**src/rtl/lmsf_pkg.sv**
```systemverilog
// constants and types of the line marker strip filter
// no dependencies
`timescale 1ns / 1ps

package lmsf_pkg;

  localparam int unsigned ByteW = 8;
  localparam int unsigned IdW   = 64;
  localparam int unsigned LineW = 32;
  localparam int unsigned PctW  = 2;

  localparam logic [ByteW-1:0] PCT_BYTE     = 8'h25;
  localparam logic [ByteW-1:0] NL_BYTE      = 8'h0a;
  localparam logic [ByteW-1:0] DIGIT_LO     = 8'h30;
  localparam logic [ByteW-1:0] DIGIT_HI     = 8'h39;
  localparam logic [ByteW-1:0] BYTE_NONE    = 8'h00;
  localparam logic [LineW-1:0] FIRST_LINE_RST = 32'd1;

  localparam logic KIND_BYTE   = 1'b0;
  localparam logic KIND_MARKER = 1'b1;

  typedef enum logic [5:0] {
    MODE_LINE_START = 6'b000001,
    MODE_ONE_PCT    = 6'b000010,
    MODE_TWO_PCT    = 6'b000100,
    MODE_THREE_PCT  = 6'b001000,
    MODE_DIGITS     = 6'b010000,
    MODE_MID_LINE   = 6'b100000
  } scan_mode_e;

endpackage

```
**src/rtl/lmsf_in_if.sv**
```systemverilog
// input byte channel of the line marker strip filter
// depends on lmsf_pkg
`timescale 1ns / 1ps

interface lmsf_in_if;
  logic                       valid;
  logic                       ready;
  logic [lmsf_pkg::ByteW-1:0] byte_in;

  modport source (output valid, output byte_in, input ready);
  modport sink   (input valid, input byte_in, output ready);
endinterface

```
**src/rtl/lmsf_out_if.sv**
```systemverilog
// result channel of the line marker strip filter
// depends on lmsf_pkg
`timescale 1ns / 1ps

interface lmsf_out_if;
  logic                       valid;
  logic                       ready;
  logic                       kind;
  logic [lmsf_pkg::ByteW-1:0] byte_out;
  logic [lmsf_pkg::IdW-1:0]   marker_id;
  logic [lmsf_pkg::LineW-1:0] line_number;
  logic                       last;

  modport source (output valid, output kind, output byte_out, output marker_id,
                  output line_number, output last, input ready);
  modport sink   (input valid, input kind, input byte_out, input marker_id,
                  input line_number, input last, output ready);
endinterface

```
**src/rtl/line_marker_strip_filter.sv**
```systemverilog
// line marker strip filter top level
// depends on lmsf_pkg, lmsf_in_if, lmsf_out_if
//
//   channel  dir  payload                                     handshake
//   in_i     in   byte_in                                     valid/ready
//   out_o    out  kind byte_out marker_id line_number last    valid/ready
//   cfg      in   first_line (cfg_wdata_i)                    cfg_we_i
//
// one byte per cycle while in_i.ready is high: a byte is decoded in the cycle
// it is accepted; its results sit in the output register from the next cycle on.
// a byte that causes more than one result occupies the output register until
// its last result is taken, so a prefix replay or a marker record holds in_i.ready low.
// held bytes (prefix and digits) cause no result.
// out_o stalls propagate straight to in_i.ready through the output register.
// after reset the block is at line start with line number 1.
`timescale 1ns / 1ps

module line_marker_strip_filter (
  input  logic                       clk_i,
  input  logic                       rst_ni,
  lmsf_in_if.sink                    in_i,
  lmsf_out_if.source                 out_o,
  input  logic                       cfg_we_i,
  input  logic [lmsf_pkg::LineW-1:0] cfg_wdata_i
);

  localparam int unsigned ProdW = lmsf_pkg::IdW + 4;

  lmsf_pkg::scan_mode_e mode_q, mode_d;
  logic                       busy_q, busy_d;
  logic [lmsf_pkg::PctW-1:0]  npct_q, npct_d;
  logic                       mark_q, mark_d;
  logic [lmsf_pkg::IdW-1:0]   acc_q, acc_d;
  logic [lmsf_pkg::LineW-1:0] line_q, line_d;
  logic [lmsf_pkg::ByteW-1:0] byte_q;
  logic [lmsf_pkg::LineW-1:0] mline_q;

  logic                       in_fire, out_fire, emit;
  logic                       is_pct, is_nl, is_digit;
  logic [3:0]                 digit;
  logic [ProdW-1:0]           prod;
  logic [lmsf_pkg::IdW-1:0]   acc_sat;
  logic                       out_marker, out_last;

  assign out_marker = (npct_q == '0) && mark_q;
  assign out_last   = (npct_q == '0) && !mark_q;

  assign in_i.ready = !busy_q || (out_o.ready && out_last);
  assign in_fire    = in_i.valid && in_i.ready;
  assign out_fire   = out_o.valid && out_o.ready;

  assign is_pct   = (in_i.byte_in == lmsf_pkg::PCT_BYTE);
  assign is_nl    = (in_i.byte_in == lmsf_pkg::NL_BYTE);
  assign is_digit = (in_i.byte_in >= lmsf_pkg::DIGIT_LO) &&
                    (in_i.byte_in <= lmsf_pkg::DIGIT_HI);
  assign digit    = in_i.byte_in[3:0];

  // acc * 10 + digit, saturating
  assign prod    = ({4'b0, acc_q} << 3) + ({4'b0, acc_q} << 1) +
                   ProdW'(digit);
  assign acc_sat = (prod[ProdW-1:lmsf_pkg::IdW] != '0) ? '1 :
                   prod[lmsf_pkg::IdW-1:0];

  always_comb begin
    mode_d = mode_q;
    busy_d = busy_q;
    npct_d = npct_q;
    mark_d = mark_q;
    acc_d  = acc_q;
    line_d = line_q;
    emit   = 1'b0;

    // drain the output register
    if (out_fire) begin
      if (npct_q != '0) begin
        npct_d = npct_q - 1'b1;
      end else if (mark_q) begin
        mark_d = 1'b0;
      end else begin
        busy_d = 1'b0;
      end
    end

    if (in_fire) begin
      emit   = 1'b1;
      npct_d = '0;
      mark_d = 1'b0;
      case (mode_q)
        lmsf_pkg::MODE_LINE_START: begin
          if (is_pct) begin
            mode_d = lmsf_pkg::MODE_ONE_PCT;
            emit   = 1'b0;
          end
        end
        lmsf_pkg::MODE_ONE_PCT: begin
          if (is_pct) begin
            mode_d = lmsf_pkg::MODE_TWO_PCT;
            emit   = 1'b0;
          end else begin
            npct_d = 2'd1;
          end
        end
        lmsf_pkg::MODE_TWO_PCT: begin
          if (is_pct) begin
            mode_d = lmsf_pkg::MODE_THREE_PCT;
            emit   = 1'b0;
          end else begin
            npct_d = 2'd2;
          end
        end
        lmsf_pkg::MODE_THREE_PCT: begin
          if (is_digit) begin
            mode_d = lmsf_pkg::MODE_DIGITS;
            acc_d  = lmsf_pkg::IdW'(digit);
            emit   = 1'b0;
          end else begin
            npct_d = 2'd3;
          end
        end
        lmsf_pkg::MODE_DIGITS: begin
          if (is_digit) begin
            acc_d = acc_sat;
            emit  = 1'b0;
          end else begin
            mark_d = 1'b1;
          end
        end
        default: begin
        end
      endcase

      if (emit) begin
        busy_d = 1'b1;
        if (is_nl) begin
          mode_d = lmsf_pkg::MODE_LINE_START;
          if (line_q != '1) begin
            line_d = line_q + 1'b1;
          end
        end else begin
          mode_d = lmsf_pkg::MODE_MID_LINE;
        end
      end else if (!out_fire) begin
        // held byte: pending results were already drained
        busy_d = busy_q;
      end
    end

    if (cfg_we_i) begin
      line_d = cfg_wdata_i;
    end
  end

  always_ff @(posedge clk_i or negedge rst_ni) begin
    if (!rst_ni) begin
      mode_q <= lmsf_pkg::MODE_LINE_START;
      busy_q <= 1'b0;
      npct_q <= '0;
      mark_q <= 1'b0;
      acc_q  <= '0;
      line_q <= lmsf_pkg::FIRST_LINE_RST;
    end else begin
      mode_q <= mode_d;
      busy_q <= busy_d;
      npct_q <= npct_d;
      mark_q <= mark_d;
      acc_q  <= acc_d;
      line_q <= line_d;
    end
  end

  always_ff @(posedge clk_i) begin
    if (in_fire && emit) begin
      byte_q  <= in_i.byte_in;
      mline_q <= line_q;
    end
  end

  assign out_o.valid       = busy_q;
  assign out_o.kind        = out_marker ? lmsf_pkg::KIND_MARKER : lmsf_pkg::KIND_BYTE;
  assign out_o.byte_out    = (npct_q != '0) ? lmsf_pkg::PCT_BYTE :
                             mark_q ? lmsf_pkg::BYTE_NONE : byte_q;
  assign out_o.marker_id   = out_marker ? acc_q : '0;
  assign out_o.line_number = out_marker ? mline_q : '0;
  assign out_o.last        = out_last;

endmodule

```
**src/flat_wrapper.sv**
```systemverilog
// flat-port wrapper written by rule: the top's interface ports become plain ports
module line_marker_strip_filter_flat 
  (clk_i, rst_ni, cfg_we_i, cfg_wdata_i, in_i_valid, in_i_byte_in, in_i_ready, out_o_valid, out_o_kind, out_o_byte_out, out_o_marker_id, out_o_line_number, out_o_last, out_o_ready);
  lmsf_in_if in_i_i ();
  lmsf_out_if out_o_i ();
  input  logic clk_i;
  input  logic rst_ni;
  input  logic cfg_we_i;
  input  logic [lmsf_pkg::LineW-1:0] cfg_wdata_i;
  input wire logic [$bits(in_i_i.valid)-1:0] in_i_valid;
  input wire logic [$bits(in_i_i.byte_in)-1:0] in_i_byte_in;
  output wire logic [$bits(in_i_i.ready)-1:0] in_i_ready;
  output wire logic [$bits(out_o_i.valid)-1:0] out_o_valid;
  output wire logic [$bits(out_o_i.kind)-1:0] out_o_kind;
  output wire logic [$bits(out_o_i.byte_out)-1:0] out_o_byte_out;
  output wire logic [$bits(out_o_i.marker_id)-1:0] out_o_marker_id;
  output wire logic [$bits(out_o_i.line_number)-1:0] out_o_line_number;
  output wire logic [$bits(out_o_i.last)-1:0] out_o_last;
  input wire logic [$bits(out_o_i.ready)-1:0] out_o_ready;
  assign in_i_i.valid = in_i_valid;
  assign in_i_i.byte_in = in_i_byte_in;
  assign in_i_ready = in_i_i.ready;
  assign out_o_valid = out_o_i.valid;
  assign out_o_kind = out_o_i.kind;
  assign out_o_byte_out = out_o_i.byte_out;
  assign out_o_marker_id = out_o_i.marker_id;
  assign out_o_line_number = out_o_i.line_number;
  assign out_o_last = out_o_i.last;
  assign out_o_i.ready = out_o_ready;
  line_marker_strip_filter u_core (.clk_i(clk_i), .rst_ni(rst_ni), .in_i(in_i_i), .out_o(out_o_i), .cfg_we_i(cfg_we_i), .cfg_wdata_i(cfg_wdata_i));
endmodule
```
**config.mk**
```make
export PLATFORM = sky130hd
export DESIGN_NAME = line_marker_strip_filter_flat
export DESIGN_NICKNAME = d
export VERILOG_FILES = /design/src/rtl/lmsf_pkg.sv /design/src/rtl/lmsf_in_if.sv /design/src/rtl/lmsf_out_if.sv /design/src/rtl/line_marker_strip_filter.sv /design/src/flat_wrapper.sv
export SDC_FILE = /design/constraint.sdc
export NUM_CORES = 1
export LEC_CHECK = 0
export BUFFER_PORTS_ARGS = -buffer_cell sky130_fd_sc_hd__buf_2
export CAP_MARGIN = 20
export CORE_MARGIN = 2
export CORE_UTILIZATION = 40
export CTS_CLUSTER_SIZE = 12
export DETAILED_ROUTE_END_ITERATION = 12
export PLACE_DENSITY_LB_ADDON = 0.2
export SLEW_MARGIN = 0
export SYNTH_ARGS = -nofsm -noshare
export SYNTH_HDL_FRONTEND = slang
export SYNTH_SLANG_ARGS = --single-unit
```
**constraint.sdc**
```tcl
create_clock -name clk_i -period 4 [get_ports clk_i]
set_input_delay 0.6 -clock clk_i [delete_from_list [all_inputs] [get_ports clk_i]]
set_output_delay 0.6 -clock clk_i [all_outputs]
set_load 0.02 [all_outputs]
```
**Yosys cells after proc, flatten, opt, wreduce, memory -nomap -nowiden**

Cells that the tools add are included.

- Flip-flop bits (word level): 146
- Latch bits: 0
- Bits in writable memories: 0
- Bits in read-only memories: 0
- Input port bits: 45
- Output and inout port bits: 108
- Logic and storage cells: 101
- Memories: 0

- Add/subtract/negate cells: 4
- Multipliers: 0
- Divide/modulo/power cells: 0
- Magnitude comparators: 2
- Equal/unequal tests: 16
- Shift operators: 0
- Multiplexer cells: 43
- Bitwise gates (word level): 0
- Reduce and logical (&&, ||, !) cells: 28

Operators with widths:

| operator | count |
|---|---|
| $mux 64 | 4 |
| $mux 32 | 6 |
| $pmux 64 s2 | 1 |
| $add 67x65->68 | 1 |
| $add 68x4->68 | 1 |
| $mux 6 | 6 |
| $add 32x1->32 const B | 1 |
| $ne 32x32->1 const B | 1 |
| $pmux 6 s4 | 1 |
| $mux 1 | 16 |
| $mux 8 | 2 |
| $reduce_bool 2->1 | 8 |
| $ne 3x1->1 const B | 4 |
| $mux 2 | 5 |
| $eq 8x4->1 const B | 1 |
| $eq 8x6->1 const B | 1 |
| $ge 8x6->1 const B | 1 |
| $le 8x6->1 const B | 1 |
| $reduce_and 4->1 | 2 |
| $logic_and 1x1->1 | 7 |
| $eq 6x1->1 const B | 1 |
| $eq 6x2->1 const B | 1 |
| $eq 6x3->1 const B | 1 |
| $eq 6x4->1 const B | 1 |
| other kinds (15) | 19 |

**Depth between registers and ports, before layout**

Gate-level depths: netlist of the first run.

- Word-level depth: 9
- Depth in mapped cells: 16
- Depth with buffers taken out: 14

**Worst setup path after synthesis of the first run**

OpenSTA, ideal clock, no wires.

- Kind: in2reg
- Start point: input port in_i_byte_in[3]
- End point: register u_core.acc_q[43] in the netlist's numbering
- Library setup time: 0.123 ns
- Data arrival time: 3.901 ns
- Required time: 3.877 ns
- Path slack: -0.024 ns
- Cell stages on the path: 15
- Path buffers: 2
- Cell sequence: fa_1 > inv_1 > fa_1 > nand2b_1 > a21oi_1 > o21a_1 > o21ai_0 > o41a_1 > nor4_1 > o21ai_1 > xnor2_1 > nor4_2 > buf_4 > buf_6 > a21oi_1

- Cells in the longest elaborated chain, start to end: 5
- Elaborated cells on any way between the ends: 11
- Classes of those cells: 1 x add/sub; 2 x order compare; 2 x eq/ne; 3 x mux; 3 x reduce/logical

Ends and longest elaborated chain:

| item | RTL line | RTL |
|---|---|---|
| start: declaration | flat_wrapper.sv:11 | `input wire logic [$bits(in_i_i.byte_in)-1:0] in_i_byte_in;` |
| $add 68x4->68 | line_marker_strip_filter.sv:59 | `assign prod = ({4'b0, acc_q} << 3) + ({4'b0, acc_q} << 1) +` |
| $reduce_bool 4->1 | line_marker_strip_filter.sv:61 | `assign acc_sat = (prod[ProdW-1:lmsf_pkg::IdW] != '0) ? '1 :` |
| $mux 64 | line_marker_strip_filter.sv:61 |  |
| $mux 64 | line_marker_strip_filter.sv:121 | `if (is_digit) begin` |
| $pmux 64 s2 | line_marker_strip_filter.sv:88 | `case (mode_q)` |
| end signal: assignment | line_marker_strip_filter.sv:159 | `acc_q <= '0;` |
| end signal: assignment | line_marker_strip_filter.sv:166 | `acc_q <= acc_d;` |
| end: declaration | line_marker_strip_filter.sv:33 | `logic [lmsf_pkg::IdW-1:0] acc_q, acc_d;` |

Parallel ways exist; a longest one is shown, timed or not. The select of a mux whose other input is x is not followed.
A chain may end at the register's enable or synchronous reset.

**Worst setup path after layout of the first run**

- Start point: register u_core.acc_q[0] in the netlist's numbering
- End point: register u_core.acc_q[62] in the netlist's numbering

- Cells in the longest elaborated chain, start to end: 6

Ends and longest elaborated chain:

| item | RTL line |
|---|---|
| $add 67x65->68 * | line_marker_strip_filter.sv:59 |
| $add 68x4->68 * | line_marker_strip_filter.sv:59 |
| $reduce_bool 4->1 | line_marker_strip_filter.sv:61 |
| $mux 64 * | line_marker_strip_filter.sv:61 |
| $mux 64 * | line_marker_strip_filter.sv:121 |
| $pmux 64 s2 * | line_marker_strip_filter.sv:88 |

Every way passes the cells marked *; elsewhere a longest branch is shown, timed or not. The select of a mux whose other input is x is not followed.

==> impl_metrics.sql, run 1 <==
INSERT INTO impl_metrics (metric_group, metric, value, unit) VALUES
('global_route', 'via_count_of_the_first_global_routing_pass', '10200', ''),
('finish', 'final.fill_count', '2807', ''),
('status', 'status', 'complete, no violations', ''),
('global_route', 'globalRouteTotalUtil', '21.6', '%'),
('worst_setup_path', 'worst-r2r-setup-slack', '0.20', 'ns'),
('worst_setup_path', 'startpoint', 'u_core.acc_q[0]$_DFFE_PN0P_', ''),
('synthesis', 'yosys_warnings', '0', ''),
('synthesis', 'mappedNetlistArea', '11500', 'µm²'),
('drt', 'detailroute.via_count', '10400', ''),
('global_route', 'grt_first_pass_wirelength', '53.2', 'mm'),
('clocking', 'clk_latency', '0.44', 'ns'),
('timing', 'report.final.setup_viol', '0', ''),
('drt', 'detail_route.iter0.violations', '542', ''),
('worst_setup_path', 'critical_path.endpoint_type', 'flop', ''),
('drt', 'avgViaCountPerCell', '5.53', ''),
('placement', 'placed_wire_length_estimate', '23.3', 'mm'),
('placement', 'place_congestion', '0.868', ''),
('drt', 'totalWireLength', '32.5', 'mm'),
('synthesis', 'synth_fp_nets', '1524', ''),
('worst_setup_path', 'r2r_end', 'u_core.acc_q[62]$_DFFE_PN0P_', ''),
('clocking', 'clock_sink_count', '146', ''),
('synthesis', 'synth_cells', '1348', ''),
('worst_setup_path', 'worstSetupEndpoint', 'u_core.acc_q[62]$_DFFE_PN0P_', ''),
('finish', 'design.final.nets', '1662', ''),
('synthesis', 'synthArstFlopShare', '72.6', '%'),
('pwr', 'cellLeakagePower', '6.76', 'nW'),
('synthesis', 'synth_most_common_cell', 'sky130_fd_sc_hd__a21oi_1', ''),
('run', 'maxCapViolCount', '0', ''),
('floorplanning', 'y_dimension_of_the_die', '173', 'µm'),
('pwr', 'power.density', '308', 'nW/µm²'),
('pwr', 'post_layout_total_power', '4.15', 'mW'),
('timing', 'max_clk_rate', '0.263', 'GHz'),
('worst_setup_path', 'worst_ep_required_time', '4.30', 'ns'),
('synthesis', 'number_of_enable_flip_flop_cells_after_synthesis', '40', ''),
('floorplanning', 'die_footprint', '30100', 'µm²'),
('placement', 'placement.setup.worst_slack', '-0.406', 'ns'),
('worst_setup_path', 'timing.critical_path.from_type', 'flop', ''),
('floorplanning', 'io_pins', '153', ''),
('worst_setup_path', 'critical_path_class', 'reg2reg', ''),
('synthesis', 'avgSynthCellArea', '8.51', 'µm²'),
('floorplanning', 'coreArea', '28500', 'µm²'),
('worst_setup_path', 'timing.critical_path.arrival', '4.10', 'ns'),
('clocking', 'cts.clk_slew.worst_paths', '0.07', 'ns'),
('worst_setup_path', 'reg2reg_depth', '15', ''),
('placement', 'io_buffer_count', '152', ''),
('clocking', 'cts_root_buf', 'sky130_fd_sc_hd__clkbuf_16', ''),
('finish', 'antenna-diode-count', '0', ''),
('drt', 'total_drc_errors_in_the_routed_layout', '0', ''),
('synthesis', 'post_synth_main_area_contributors', 'sky130_fd_sc_hd__dfrtp_1 (23%), sky130_fd_sc_hd__ha_1 (14%), sky130_fd_sc_hd__edfxtp_1 (10%), sky130_fd_sc_hd__a21oi_1 (8.6%), sky130_fd_sc_hd__and3_1 (5.9%)', ''),
('floorplanning', 'initial_utilization', '40.3', '%'),
('timing', 'fin_hold_ws', '0.314', 'ns'),
('synthesis', 'seq_area_frac_synth', '33.6', '%'),
('synthesis', 'synth_top_area_share', '22.7', '%'),
('timing', 'fin_crit_sh', '94.9', '%'),
('global_route', 'grt_max_degree', '104', ''),
('placement', 'dp_cells', '1848', ''),
('floorplanning', 'fp.dieW', '173', 'µm'),
('timing', 'fin_worst_skew', '0.0134', 'ns'),
('timing', 'min_period', '3.80', 'ns'),
('finish', 'synth_to_final_area_change', '17.5', '%'),
('timing', 'timing_hold_violations_final', '0', ''),
('clocking', 'ctsHtreeMaxLevel', '4', ''),
('global_route', 'grt_antenna_before_repair', '0', ''),
('finish', 'post_layout_nonfiller_instances', '1883', ''),
('synthesis', 'synth.cells.most_frequent', 'sky130_fd_sc_hd__a21oi_1 (198), sky130_fd_sc_hd__nand2_1 (134), sky130_fd_sc_hd__ha_1 (129)', ''),
('global_route', 'grt_remaining_overflow', '0', ''),
('synthesis', 'synth.ff_latch_count', '146', ''),
('timing', 'slew_viol_final', '0', ''),
('finish', 'utilization', '47.4', '%'),
('timing', 'layout_setup_ws', '0.204', 'ns'),
('drt', 'detail_route.wl_per_cell', '17.2', 'µm');
==> cells in the final DEF (no fill, tap or decap), types with 18 or more instances in the layout <==
| cell type | count |
|---|---|
| sky130_fd_sc_hd__nor2_1 | 74 |
| sky130_fd_sc_hd__buf_2 | 151 |
| sky130_fd_sc_hd__xnor2_1 | 59 |
| sky130_fd_sc_hd__nand4_1 | 31 |
| sky130_fd_sc_hd__dfrtp_1 | 103 |
| sky130_fd_sc_hd__a21o_1 | 19 |
| sky130_fd_sc_hd__inv_1 | 37 |
| sky130_fd_sc_hd__nor3_1 | 18 |
| sky130_fd_sc_hd__edfxtp_1 | 40 |
| sky130_fd_sc_hd__and3_1 | 108 |
| sky130_fd_sc_hd__xor2_1 | 35 |
| sky130_fd_sc_hd__a21oi_1 | 197 |
| sky130_fd_sc_hd__nand2_1 | 133 |
| sky130_fd_sc_hd__nand3_1 | 25 |
| sky130_fd_sc_hd__buf_4 | 52 |
| sky130_fd_sc_hd__o21ai_0 | 88 |
| sky130_fd_sc_hd__ha_1 | 128 |
==> registers in the layout, summed over array words and instances, names as in the netlist <==
signal              cells
u_core.npct_q           2
u_core.mark_q           1
u_core.mode_q           6
u_core.acc_q           64
u_core.byte_q           8
u_core.out_o.valid      1
u_core.mline_q         32
u_core.line_q          32
==> cell families after synthesis <==
family,Yosys count,synth area share (%)
AND/OR/NAND/NOR,444,19.6
buffers and inverters,123,4.33
AO/OA/AOI/OAI,403,20.3
multiplexers,5,0.458
flip-flops,146,33.6
adder cells (fa/ha/maj),131,14.4
XOR/XNOR,96,7.33
==> power breakdown <==
part	switching (mW)	internal, mW	total, mW
sequential	0.0755	1.70	1.77
combinational	0.469	0.193	0.662
clock	0.758	0.956	1.71
==> what timing repair did <==
item	CTS	global route
hold buffers	0	0
pin swaps	3	8
buffers inserted	2	1
endpoints found under the setup margin	28	64
gates cloned	1	0
resized for setup	2	9
==> worst min path at each step <==
stage	from	endpoint	slack, ns	depth (start not counted)
global placement	u_core.line_q[13]$_DFFE_PN0P_	u_core.mline_q[13]$_DFFE_PP_	0.47	0
global route	in_i_byte_in[7]	u_core.byte_q[7]$_DFFE_PP_	0.34	1
CTS	in_i_byte_in[7]	u_core.byte_q[7]$_DFFE_PP_	0.34	1
finish	rst_ni	u_core.npct_q[1]$_DFFE_PN0P_	0.31	1
floorplan	rst_ni	u_core.acc_q[0]$_DFFE_PN0P_	0.30	0
detailed placement	u_core.line_q[13]$_DFFE_PN0P_	u_core.mline_q[13]$_DFFE_PP_	0.48	0
==> routing by layer <==
metal  vias up  track usage, %  routed length (µm)
li1       5187               -                   -
met3        25            3.82                1520
met1      4969            29.3               15100
met2       232            36.1               15400
met5         -               0                   0
met4         0            4.94                 446
==> metrics by stage <==
stage	instance area, µm²	setup TNS, ns
floorplan	11500	0
global placement	12800	-17.15
detailed placement	12800	-24.61
CTS	13500	0
global route	13500	0
finish	13500	0
==> final cells by class <==
| class | count | area [µm²] | share of cell area, % |
|---|---|---|---|
| Clock buffer | 18 | 429 | 3.18 |
| Clock inverter | 14 | 183 | 1.35 |
| Inverter | 37 | 139 | 1.03 |
| Multi-Input combinational cell | 1079 | 7210 | 53.5 |
| Sequential cell | 146 | 3860 | 28.6 |
| Tap cell | 384 | 480 | 3.56 |
| Timing Repair Buffer | 205 | 1190 | 8.80 |
==> worst max-delay path: stages (launching register included) <==
cell and delay (ns):
sky130_fd_sc_hd__dfrtp_1 0.39, sky130_fd_sc_hd__fa_1 0.53, sky130_fd_sc_hd__inv_1 0.07, sky130_fd_sc_hd__fa_2 0.39, sky130_fd_sc_hd__nand2b_4 0.16, sky130_fd_sc_hd__a21oi_4 0.16
sky130_fd_sc_hd__o211ai_1 0.13, sky130_fd_sc_hd__a211o_1 0.35, sky130_fd_sc_hd__a31o_2 0.26, sky130_fd_sc_hd__o211ai_2 0.21, sky130_fd_sc_hd__a221oi_2 0.10, sky130_fd_sc_hd__xnor2_2 0.17
sky130_fd_sc_hd__nor4_4 0.25, sky130_fd_sc_hd__buf_4 0.19, sky130_fd_sc_hd__buf_4 0.20, sky130_fd_sc_hd__o21ai_0 0.10
No activity file was read; power rests on OpenSTA's default activity.
==> inputs of run 2 (changes only) <==
==> constraint.sdc (replaced) <==
create_clock -name clk_i -period 4.2 [get_ports clk_i]
set_input_delay 0.63 -clock clk_i [delete_from_list [all_inputs] [get_ports clk_i]]
set_output_delay 0.63 -clock clk_i [all_outputs]
set_load 0.02 [all_outputs]
==> run 2 against run 1 <==
Net effect:
- clock-buffer cell count shrank 1
- die area unchanged
- clock skew about the same
- clock power down 8%
- wire length fell by 2.5%
- critical endpoint unchanged
- largest power group unchanged
- highest routed layer is now met5
==> impl_metrics.sql, run 2 (synthesis results as in run 1) <==
INSERT INTO impl_metrics (metric_group, metric, value, unit) VALUES
('worst_setup_path', 'critical_path.endpoint_type', 'flop', ''),
('floorplanning', 'coreArea', '28500', 'µm²'),
('worst_setup_path', 'reg2reg_depth', '16', ''),
('finish', 'synth_to_final_area_change', '16.3', '%'),
('finish', 'design.final.nets', '1648', ''),
('global_route', 'grt_max_degree', '104', ''),
('drt', 'totalWireLength', '31.7', 'mm'),
('clocking', 'ctsHtreeMaxLevel', '4', ''),
('placement', 'placement.setup.worst_slack', '-0.400', 'ns'),
('global_route', 'grt_antenna_before_repair', '1', ''),
('floorplanning', 'io_pins', '153', ''),
('timing', 'min_period', '4.02', 'ns'),
('clocking', 'clk_latency', '0.44', 'ns'),
('finish', 'final_layout_size_suffix_gt1_share', '16.7', '%'),
('status', 'status', 'complete, no violations', ''),
('drt', 'detail_route.iter0.violations', '616', ''),
('drt', 'detail_route.wl_per_cell', '16.9', 'µm'),
('drt', 'total_drc_errors_in_the_routed_layout', '0', ''),
('worst_setup_path', 'worst-r2r-setup-slack', '0.18', 'ns'),
('global_route', 'grt_first_pass_wirelength', '51.5', 'mm'),
('floorplanning', 'fp.dieW', '173', 'µm'),
('finish', 'antenna-diode-count', '0', ''),
('finish', 'reg_top3', 'u_core.acc_q (64), u_core.line_q (32), u_core.mline_q (32)', ''),
('timing', 'max_clk_rate', '0.249', 'GHz'),
('timing', 'fin_crit_sh', '95.7', '%'),
('placement', 'place_congestion', '0.882', ''),
('global_route', 'via_count_of_the_first_global_routing_pass', '10000', ''),
('worst_setup_path', 'timing.critical_path.arrival', '4.32', 'ns'),
('global_route', 'grt_remaining_overflow', '0', ''),
('placement', 'placed_wire_length_estimate', '23.0', 'mm'),
('timing', 'timing_hold_violations_final', '0', ''),
('drt', 'first_pass_iters', '5', ''),
('finish', 'mostFrequentLayoutCells', 'sky130_fd_sc_hd__a21oi_1 (197), sky130_fd_sc_hd__buf_2 (151), sky130_fd_sc_hd__nand2_1 (133)', ''),
('clocking', 'cts_root_buf', 'sky130_fd_sc_hd__clkbuf_16', ''),
('timing', 'timing.slew.headroom', '35.5', '%'),
('worst_setup_path', 'worst_ep_required_time', '4.50', 'ns'),
('clocking', 'cts.clk_slew.worst_paths', '0.07', 'ns'),
('clocking', 'cts_made_buffers', '17', ''),
('clocking', 'tritoncts', 'yes', ''),
('timing', 'fin_worst_skew', '0.0131', 'ns'),
('timing', 'worst_pin_slew', '0.967', 'ns'),
('clocking', 'clock_tree.buffer_depth', '2', ''),
('pwr', 'cellLeakagePower', '6.67', 'nW'),
('floorplanning', 'num_rows', '62', ''),
('pwr', 'power.density', '291', 'nW/µm²'),
('worst_setup_path', 'critical_path.max_fanout', '8', ''),
('floorplanning', 'die_footprint', '30100', 'µm²'),
('finish', 'final_common_cell', 'sky130_fd_sc_hd__a21oi_1', ''),
('pwr', 'post_layout_total_power', '3.88', 'mW'),
('drt', 'detailroute.via_count', '10400', ''),
('run', 'maxCapViolCount', '0', ''),
('timing', 'slew_viol_final', '0', ''),
('pwr', 'irDropWorstVdd', '0.332', 'mV'),
('timing', 'report.final.setup_viol', '0', ''),
('finish', 'largest_register_ff_count', '64', ''),
('global_route', 'globalRouteTotalUtil', '20.8', '%'),
('timing', 'layout_setup_ws', '0.179', 'ns'),
('floorplanning', 'initial_utilization', '40.3', '%'),
('finish', 'largest_register_by_flop_count', 'u_core.acc_q', ''),
('clocking', 'clock_sink_count', '146', ''),
('drt', 'avgViaCountPerCell', '5.55', ''),
('worst_setup_path', 'timing.critical_path.from_type', 'flop', ''),
('worst_setup_path', 'critical_path_class', 'reg2reg', ''),
('floorplanning', 'y_dimension_of_the_die', '173', 'µm'),
('drt', 'ant_nets', '0', ''),
('placement', 'io_buffer_count', '152', ''),
('min_path', 'timing.hold.worst.class', 'in2async', '');
## run 2: repair_timing
| action | 4_1_cts | 5_1_grt |
|---|---|---|
| gates cloned | 0 | 1 |
| setup endpoints to repair | 15 | 60 |
| pin swaps | 1 | 5 |
| setup buffers | 0 | 2 |
| hold buffers | 0 | 0 |
| resized for setup | 1 | 10 |
## run 2: layout make-up
class,instances,area (µm²)
Tap cell,384,480
Fill cell,2830,15100
Sequential cell,146,3860
Multi-Input combinational cell,1079,7170
Clock inverter,15,186
Clock buffer,17,425
Timing Repair Buffer,191,1080
Inverter,37,139
## run 2: path summary, 6_finish.rpt
check,from,end
hold reg to reg,u_core.line_q[16]$_DFFE_PN0P_,u_core.mline_q[16]$_DFFE_PP_
setup reg to reg,u_core.acc_q[2]$_DFFE_PN0P_,u_core.acc_q[62]$_DFFE_PN0P_
min in group clk_i,in_i_byte_in[6],u_core.byte_q[6]$_DFFE_PP_
max in group asynchronous,rst_ni,u_core.mode_q[0]$_DFFE_PN1P_
hold / removal,rst_ni,u_core.acc_q[6]$_DFFE_PN0P_
setup / recovery,u_core.acc_q[2]$_DFFE_PN0P_,u_core.acc_q[62]$_DFFE_PN0P_
## run 2: metrics by stage
step	instances	hold WS, ns	instance area [µm²]	utilization, %	setup TNS, ns
after global routing	1869	0.373	13300	46.9	-0.0196
after CTS	1866	0.352	13300	46.7	0
after detailed placement	1834	0.485	12700	44.5	-18.34
after global placement	1834	0.478	12700	44.5	-11.54
after floorplan	1348	0.334	11500	-	0
final	1869	0.327	13300	46.9	0
## run 2: layer usage
| layer | wire (µm) | vias to the layer above | track usage, % |
|---|---|---|---|
| li1 | - | 5149 | - |
| met1 | 15000 | 4913 | 29.1 |
| met2 | 14600 | 272 | 33.5 |
| met3 | 1630 | 39 | 3.64 |
| met4 | 394 | 2 | 5.01 |
| met5 | 11 | - | 0 |
## run 2: worst max-delay path, cell delays in order, from the launching register on
cell and delay [ns]:
sky130_fd_sc_hd__dfrtp_1 0.40, sky130_fd_sc_hd__fa_1 0.53, sky130_fd_sc_hd__inv_1 0.06, sky130_fd_sc_hd__fa_1 0.43
sky130_fd_sc_hd__nand2b_4 0.17, sky130_fd_sc_hd__a21oi_4 0.18, sky130_fd_sc_hd__buf_4 0.13, sky130_fd_sc_hd__o211ai_1 0.11
sky130_fd_sc_hd__a211o_1 0.32, sky130_fd_sc_hd__a31o_2 0.26, sky130_fd_sc_hd__o211ai_2 0.21, sky130_fd_sc_hd__a221oi_2 0.10
sky130_fd_sc_hd__xnor2_2 0.18, sky130_fd_sc_hd__nor4_4 0.37, sky130_fd_sc_hd__buf_4 0.22, sky130_fd_sc_hd__buf_8 0.13
sky130_fd_sc_hd__o21ai_0 0.10
## run 2: report_power, final
group / internal (mW) / total, mW / switching (mW)
sequential: 1.62 / 1.69 / 0.0711
clock: 0.808 / 1.57 / 0.760
combinational: 0.180 / 0.621 / 0.441
total: 2.60 / 3.88 / 1.27
==> inputs of run 3 (changes only) <==
--- a/config.mk
+++ b/config.mk
@@ -11,7 +11,6 @@
 export CORE_UTILIZATION = 40
 export CTS_CLUSTER_SIZE = 12
 export DETAILED_ROUTE_END_ITERATION = 12
-export PLACE_DENSITY_LB_ADDON = 0.2
 export SLEW_MARGIN = 0
 export SYNTH_ARGS = -nofsm -noshare
 export SYNTH_HDL_FRONTEND = slang
==> constraint.sdc (replaced) <==
create_clock -name clk_i -period 5.23 [get_ports clk_i]
set_input_delay 0.7845 -clock clk_i [delete_from_list [all_inputs] [get_ports clk_i]]
set_output_delay 0.7845 -clock clk_i [all_outputs]
set_load 0.02 [all_outputs]
==> run 3 against run 2 <==
Net effect:
- sequential share of layout area increased by 0.66 points
- register-to-register slack improved by 0.75 ns
- non-clock buffer count shrank 29
- clock power fell by 21%
- hold slack better by 0.16 ns
- critical path depth down 1
- via count down 0.48%
- critical path type is now in2reg
- highest routed layer unchanged
==> impl_metrics.sql, run 3 (synthesis results as in run 1) <==
INSERT INTO impl_metrics (metric_group, metric, value, unit) VALUES
('worst_setup_path', 'critical_path.n_buffers_inverters', '3', ''),
('worst_setup_path', 'critical_path.endpoint_type', 'flop', ''),
('finish', 'mostFrequentLayoutCells', 'sky130_fd_sc_hd__a21oi_1 (198), sky130_fd_sc_hd__buf_2 (151), sky130_fd_sc_hd__nand2_1 (133)', ''),
('status', 'status', 'complete, no violations', ''),
('timing', 'max_clk_rate', '0.228', 'GHz'),
('pwr', 'post_layout_total_power', '3.09', 'mW'),
('pwr', 'power.sequential.fraction', '44.0', '%'),
('placement', 'dp_cells', '1808', ''),
('floorplanning', 'initial_utilization', '40.3', '%'),
('placement', 'io_buffer_count', '152', ''),
('pwr', 'combPwrFrac', '15.8', '%'),
('worst_setup_path', 'slowest_delay', '0.56', 'ns'),
('clocking', 'cts_setup_buffers', '0', ''),
('finish', 'final.fill_count', '2847', ''),
('timing', 'fin_worst_skew', '0.0172', 'ns'),
('drt', 'total_drc_errors_in_the_routed_layout', '0', ''),
('timing', 'final.setup.tns', '0', 'ns'),
('worst_setup_path', 'startpoint', 'in_i_byte_in[3]', ''),
('timing', 'unrepaired_setup_endpoints_after_global_routing', 'no', ''),
('drt', 'totalWireLength', '31.7', 'mm'),
('worst_setup_path', 'path_cells', 'buf_2 > fa_1 > inv_1 > fa_1 > nand2b_1 > a21oi_1 > o21a_1 > o21ai_0 > o41a_1 > nor4_1 > o21ai_1 > xnor2_1 > nor4_4 > buf_4 > o21ai_0', ''),
('worst_setup_path', 'regToRegStartpoint', 'u_core.acc_q[0]$_DFFE_PN0P_', ''),
('min_path', 'timing.hold.worst.class', 'in2async', ''),
('worst_setup_path', 'critPathTopFamily', 'compound AO/OA/AOI/OAI gates', ''),
('finish', 'reg_top3', 'u_core.acc_q (64), u_core.line_q (32), u_core.mline_q (32)', ''),
('floorplanning', 'die_footprint', '30100', 'µm²'),
('timing', 'worst_pin_slew', '0.978', 'ns'),
('pwr', 'netSwitchingPower', '1.01', 'mW'),
('floorplanning', 'num_rows', '62', ''),
('clocking', 'post_cts_hold_buffer_count', '0', ''),
('worst_setup_path', 'slowest_cell_on_crit_path', 'sky130_fd_sc_hd__fa_1', ''),
('worst_setup_path', 'critical_path.max_fanout', '23', ''),
('finish', 'largest_register_by_flop_count', 'u_core.acc_q', ''),
('worst_setup_path', 'timing.critical_path.depth', '15', ''),
('global_route', 'globalRouteTotalUtil', '21.3', '%'),
('pwr', 'clock_power_share', '40.2', '%'),
('finish', 'final_layout_size_suffix_gt1_share', '14.8', '%'),
('placement', 'placement.setup.worst_slack', '0.445', 'ns'),
('timing', 'fin_crit_sh', '83.8', '%'),
('floorplanning', 'y_dimension_of_the_die', '173', 'µm'),
('worst_setup_path', 'r2r_end', 'u_core.acc_q[62]$_DFFE_PN0P_', ''),
('finish', 'design.final.nets', '1619', ''),
('worst_setup_path', 'critical_path_class', 'in2reg', ''),
('finish', 'post_layout_nonfiller_instances', '1840', ''),
('timing', 'layout_setup_ws', '0.848', 'ns'),
('global_route', 'busiest_layer', 'met2', ''),
('clocking', 'clock_sink_count', '146', ''),
('timing', 'slew_viol_final', '0', ''),
('drt', 'detail_route.wl_per_cell', '17.2', 'µm'),
('floorplanning', 'io_pins', '153', ''),
('worst_setup_path', 'reg2reg_depth', '14', ''),
('global_route', 'grt_remaining_overflow', '0', ''),
('clocking', 'clock_tree.buffer_depth', '2', ''),
('floorplanning', 'fp.dieW', '173', 'µm'),
('global_route', 'grt_antenna_before_repair', '1', ''),
('clocking', 'cts.clk_slew.worst_paths', '0.07', 'ns'),
('timing', 'report.final.setup_viol', '0', ''),
('global_route', 'grtUsageMet2', '34.4', '%'),
('floorplanning', 'coreArea', '28500', 'µm²'),
('pwr', 'power.share.switching', '32.7', '%'),
('global_route', 'grt_max_degree', '104', ''),
('timing', 'min_period', '4.38', 'ns'),
('drt', 'avgViaCountPerCell', '5.61', ''),
('pwr', 'cellLeakagePower', '6.49', 'nW'),
('clocking', 'tritoncts', 'yes', ''),
('finish', 'largest_register_ff_count', '64', ''),
('placement', 'place_congestion', '0.856', ''),
('finish', 'final_common_cell', 'sky130_fd_sc_hd__a21oi_1', ''),
('worst_setup_path', 'worst-r2r-setup-slack', '0.93', 'ns'),
('clocking', 'clk_latency', '0.45', 'ns'),
('clocking', 'ctsHtreeMaxLevel', '4', ''),
('global_route', 'via_count_of_the_first_global_routing_pass', '10200', ''),
('timing', 'timing_hold_violations_final', '0', ''),
('drt', 'detail_route.iter0.violations', '831', ''),
('clocking', 'cts_made_buffers', '17', ''),
('placement', 'placed_wire_length_estimate', '22.7', 'mm'),
('clocking', 'cts_root_buf', 'sky130_fd_sc_hd__clkbuf_16', ''),
('worst_setup_path', 'worstSetupEndpoint', 'u_core.acc_q[62]$_DFFE_PN0P_', ''),
('drt', 'detailroute.via_count', '10300', ''),
('clocking', 'cts_resized', '0', ''),
('pwr', 'cellInternalPower', '2.08', 'mW'),
('worst_setup_path', 'timing.critical_path.arrival', '4.69', 'ns'),
('timing', 'timing.slew.headroom', '34.8', '%'),
('worst_setup_path', 'timing.critical_path.from_type', 'input port', ''),
('worst_setup_path', 'worst_ep_required_time', '5.54', 'ns'),
('global_route', 'grt.met1_usage', '29.7', '%'),
('run', 'maxCapViolCount', '0', ''),
('drt', 'first_pass_iters', '5', ''),
('pwr', 'power.density', '237', 'nW/µm²'),
('global_route', 'grt_first_pass_wirelength', '52.7', 'mm'),
('pwr', 'irDropWorstVdd', '0.282', 'mV'),
('finish', 'synth_to_final_area_change', '13.7', '%'),
('finish', 'antenna-diode-count', '0', ''),
('global_route', 'use_met3', '4.32', '%'),
('drt', 'ant_nets', '0', '');
==> run 3: cell count changes in the layout (fill, tap and decap cells not counted), sizes merged <==
cell      before  now
buf          191  162
clkinv         7    3
clkinvlp       2    1
inv           43   48
==> run 3: cell type report <==
cell class | count | area (µm²) | share of cell area (%)
clock inverter | 15 | 159 | 1.22
clock buffer | 17 | 425 | 3.26
timing repair buffer | 162 | 838 | 6.43
tap | 384 | 480 | 3.68
multi-input combinational | 1079 | 7140 | 54.8
sequential | 146 | 3860 | 29.6
inverter | 37 | 139 | 1.06
==> run 3: power by group through the flow <==
stage | Clock [mW] | Sequential [mW] | Combinational (mW)
4_1_cts | 1.26 | 1.36 | 0.501
5_1_grt | 1.32 | 1.37 | 0.554
3_3_place_gp | 0 | 1.38 | 0.488
3_5_place_dp | 0 | 1.38 | 0.497
6_report | 1.24 | 1.36 | 0.489
2_1_floorplan | 0 | 1.36 | 0.324
==> run 3: worst min-delay path by stage <==
| stage | start | endpoint | slack [ns] | cells after the start |
|---|---|---|---|---|
| after floorplan | u_core.line_q[13]$_DFFE_PN0P_ | u_core.mline_q[13]$_DFFE_PP_ | 0.46 | 0 |
| after global placement | u_core.line_q[26]$_DFFE_PN0P_ | u_core.mline_q[26]$_DFFE_PP_ | 0.48 | 0 |
| after detailed placement | u_core.line_q[26]$_DFFE_PN0P_ | u_core.mline_q[26]$_DFFE_PP_ | 0.48 | 0 |
| after CTS | u_core.line_q[26]$_DFFE_PN0P_ | u_core.mline_q[26]$_DFFE_PP_ | 0.49 | 0 |
| after global routing | u_core.line_q[26]$_DFFE_PN0P_ | u_core.mline_q[26]$_DFFE_PP_ | 0.51 | 0 |
| final | rst_ni | u_core.acc_q[6]$_DFFE_PN0P_ | 0.48 | 1 |
==> run 3: stage by stage <==
stage / util [%] / area, µm² / hold slack, ns
2_1_floorplan: - / 11500 / 0.459
3_3_place_gp: 43.8 / 12500 / 0.481
3_5_place_dp: 43.8 / 12500 / 0.478
4_1_cts: 45.8 / 13000 / 0.495
5_1_grt: 45.8 / 13000 / 0.512
6_report: 45.8 / 13000 / 0.482
==> run 3: layer usage <==
metal | wire length (µm) | vias to the layer above | share of wire [%]
met4 | 348 | 2 | 1.1
met3 | 1840 | 25 | 5.8
met1 | 15100 | 4918 | 47
met2 | 14500 | 279 | 46
met5 | 7 | - | 0.022
li1 | - | 5101 | -
